**src/hw/rtl/psie_ram.sv**
```systemverilog
// Generic single-write, single-read RAM with a registered read port.
// Stand-alone; used for the register file copies and the data memory banks.
module psie_ram #(
    parameter int unsigned WIDTH = 32,
    parameter int unsigned DEPTH = 16,
    localparam int unsigned AW = (DEPTH > 1) ? $clog2(DEPTH) : 1
) (
    input  logic             clk,
    input  logic             we,
    input  logic [AW-1:0]    waddr,
    input  logic [WIDTH-1:0] wdata,
    input  logic             re,
    input  logic [AW-1:0]    raddr,
    output logic [WIDTH-1:0] rdata
);

    logic [WIDTH-1:0] store_reg [DEPTH];
    logic [WIDTH-1:0] rdata_reg;

    always_ff @(posedge clk)
    begin
        if (we)
        begin
            store_reg[waddr] <= wdata;
        end
        if (re)
        begin
            rdata_reg <= store_reg[raddr];
        end
    end

    assign rdata = rdata_reg;

endmodule

```
**config.mk**
```make
export PLATFORM = sky130hd
export DESIGN_NAME = psie_ram
export DESIGN_NICKNAME = d
export VERILOG_FILES = /design/src/hw/rtl/psie_ram.sv
export SDC_FILE = /design/constraint.sdc
export NUM_CORES = 1
export LEC_CHECK = 0
export BUFFER_PORTS_ARGS = -buffer_cell sky130_fd_sc_hd__buf_2
export CAP_MARGIN = 0
export CORE_UTILIZATION = 61
export CTS_BUF_LIST = sky130_fd_sc_hd__clkbuf_16
export DETAILED_ROUTE_END_ITERATION = 6
export PLACE_DENSITY = 0.85
export SYNTH_ARGS = -nofsm -noshare
export SYNTH_HDL_FRONTEND = slang
export SYNTH_SLANG_ARGS = --single-unit
```
**constraint.sdc**
```tcl
create_clock -name clk -period 6.09 [get_ports clk]
set_clock_uncertainty 0.1 [all_clocks]
set_input_delay 1.5225 -clock clk [delete_from_list [all_inputs] [get_ports clk]]
set_output_delay 1.5225 -clock clk [all_outputs]
set_load 0.05 [all_outputs]
```
# Word-level counts from Yosys, hierarchy flattened
# Memories as Yosys holds them, arrays and structs flattened. A register that Yosys moved wholly into a read port is not among the register bits.
# Index checks and enable logic that the tools add are counted.
# classes
n_mux	2
# ops
operator	count
two-way mux 1 bit	2
# word_totals
regBits	0
mem_bits_rw	512
inputBits	43
output_inout_bits	32
n_memories	1
# mem_list
memory	depth	word_bits	read_ports	rd_clocked_by_memory_dff	wr	line_no	rtl
store_reg	16	32	1	1	1	17	logic [WIDTH-1:0] store_reg [DEPTH];

# Logic depth before layout (Yosys ltp)
# logic_depth
ltp_word	2
ltp_mapped	5

# Worst setup path after synthesis
# No wires, ideal clock.
# synth_timing
path_type	input to register
start	input port waddr[2]
end	memory store_reg[0][0] (enable)
setup_ns	0.461
arrival_ns	4.241
t_required_ns	5.529
slack_ns	1.288
path_stages	2
path_buffers	0
cell_sequence	or3b_2 -> nor3_1
# synth_rtl
element	line_no	rtl
start: declaration	10	input logic [AW-1:0] waddr,
end: declaration	17	
# Straight into the memory's write port.

==> flow_summary_export.csv <==
group,metric,value,unit
status,status,"finished, final reports clean",
clocking,cts_buffer_depth,3,
setup_path,crit_chain,"clkbuf_8, buf_4, mux4_2, a22oi_1, nand2_1",
layout,drive_above_1_share,31.22,%
floorplanning,io_pins,75,
layout,nets,986,
setup_path,reg2reg_depth,3,
clocking,clkSinkCount,544,
logic_synthesis,synth_seq_area_share,80.97,%
logic_synthesis,syn_inst,838,
setup_path,rr_startpoint,"store_reg[11][21]",
place,port_buffers,74,
layout,area_growth_syn_to_layout,12.71,%
timing,max_freq,0.2945,GHz
drt,vias,9681,
global_route,grt_overflow,0,
timing,fin_crit_sh,55.75,%
setup_path,critPathRequiredTime,6290,ps
global_route,grt_max_degree,78,
clocking,clk_latency,570,ps
floorplanning,die_h,183.9,um
pwr,swShare,21.09,%
place,placed_area,21230,sq um
pwr,p_switching,1.602,mW
pwr,seq_power_share,55.9,%
setup_path,slowest_stage,"clkbuf_8",
setup_path,arrival,3600,ps
timing,rsz0062_at_grt,"no",
pwr,intPower,5.994,mW
logic_synthesis,yosysWarnings,0,
layout,final_core_util,69.89,%
global_route,antenna_found_initial,3,
global_route,grt_pass1_wl,65.24,mm
timing,maxSlewHeadroom,14.11,%
clocking,cts_setup_buffers,0,
pwr,ir_drop,242.7,uV
setup_path,path_class,"input port to flop",
setup_path,cp_max_fo,62,
timing,slew_violations,0,
setup_path,worstSetupEndpointType,"flop",
drt,drt-total-wl,45.11,mm
layout,design_area,22740,sq um
timing,tightest_slew,1281,ps
global_route,grt_pass1_vias,9906,
drt,drc,0,
logic_synthesis,syn-cell-area,20170,sq um
setup_path,start_kind,"input port",
clocking,cts_tree,"built",
hold_path,min_path_type,"flop to flop",
drt,viasPerCell,6.808,
pwr,power_frac_clock,38.5,%
global_route,track_usage,27.51,%
hold_path,min_from,"store_reg[14][1]",
logic_synthesis,synth.distinct_cells,17,
clocking,cts_root_buffer,"clkbuf_16",
drt,wire_per_inst,31.73,um
floorplanning,rows,66,
floorplanning,initial_core_util,62.01,%
layout,fill_cells,1827,
clocking,path_clk_slew,60,ps
pwr,p_total,7.597,mW
clocking,cts_hold_buf,0,
setup_path,r2r_end,"rdata[21]",
place,gp_congestion,0.7174,
drt,dr.pass1.iters,6,
flow_run,maxCapViolations,0,
drt,ant_nets,0,
pwr,combPwrFrac,5.6,%
floorplanning,dieArea,33800,sq um
setup_path,cpPeakStageDelay,600,ps
timing,min_period,3395,ps
clocking,cts_made_buffers,49,
setup_path,critPathTopFamily,"buffers and inverters",
layout,antenna_cells,0,
layout,layout_common_cells,"edfxtp_1, mux4_2, buf_2, a22oi_1, clkbuf_16",
clocking,htree_levels,2,
logic_synthesis,synth_nets,881,
logic_synthesis,synth-seq-cells,544,
logic_synthesis,avgSynthCellArea,24.07,sq um
pwr,cellPowerDensity,334.1,nW/um^2
floorplanning,dieWidth,183.9,um
hold_path,min_to,"rdata[1]",
timing,hold_violations,0,
timing,setup_viol,0,
drt,drt_iter0_drc,1318,
setup_path,critPathBufInv,2,
clocking,cts-resized-gates,0,
timing,tns,0,ps
setup_path,r2r_setup_slack,4490,ps
layout,final_common_cell,"edfxtp_1",
hold_path,whs_path_depth,3,
place,dp_hpwl,20.78,mm
floorplanning,fp.coreArea,32540,sq um
layout,largest_reg_flops,512,
pwr,p_leak,7.292,nW
## stage by stage
step / hold slack (ps) / std cells / setup slack, ps
global route: 669.4 / 1422 / 2503
finish: 648.3 / 1422 / 2695
global placement: 620.7 / 1334 / 2161
CTS: 656.1 / 1422 / 2652
floorplan: 610.3 / 838 / 1288
detailed placement: 639.5 / 1334 / 2090
## layer usage
metal	part of all wire (%)	track usage [%]
met5	0.093	0
met4	2.7	8.533
met3	11	5.626
met2	50	44.33
met1	37	38.59
## kinds of logic (layout without fill, tap and decap cells)
group | count (synthesis) | after routing | share of synthesized area [%]
buf+inv | 43 | 185 | 1.104
flops | 544 | 544 | 80.97
simple gates | 59 | 59 | 1.253
mux | 128 | 128 | 14.29
compound gates | 64 | 64 | 2.382
## worst reg2reg max path, stage by stage, from the launching register on
cell and delay, ps:
edfxtp_1 380, mux4_2 500, a22oi_1 220, nand2_1 140
## power groups by stage
stage          clock network, mW  registers [mW]  logic [mW]
6_report                    2.92            4.25       0.424
3_3_place_gp                   0            4.32       0.402
3_5_place_dp                   0            4.32       0.418
2_1_floorplan                  0            4.38       0.201
4_1_cts                     2.94            4.25       0.425
5_1_grt                     3.08            4.25       0.445
## how the worst max path moves through the flow
stage	from	endpoint	cells after the start
floorplan	waddr[2]	store_reg[0][0]	2
global placement	raddr[0]	rdata[28]	5
detailed placement	raddr[0]	rdata[28]	5
CTS	raddr[0]	rdata[26]	5
global route	raddr[0]	rdata[26]	5
finish	raddr[0]	rdata[26]	5
## synth_stat cells, drive strengths merged
cell	count	area share (%)
edfxtp	544	81
mux4	128	14
a22oi	64	2.4
nand2	33	0.61
buf	26	0.79
clkbuf	17	0.32
nor2	13	0.24
nor3	4	0.099
nand2b	2	0.062
nand3b	2	0.074
nor2b	2	0.062
and2	1	0.031
nand3	1	0.025
or3b	1	0.043
## layout make-up
| type | instances | area (sq um) | area share [%] |
|---|---|---|---|
| multi-input combinational | 251 | 3750 | 16.49 |
| timing repair buffer | 97 | 591.8 | 2.603 |
| clock inverter | 37 | 231.5 | 1.018 |
| clock buffer | 51 | 1276 | 5.613 |
| sequential | 544 | 16340 | 71.84 |
| tap | 442 | 553.0 | 2.432 |
Note: power is estimated with default switching activity, not from simulation.
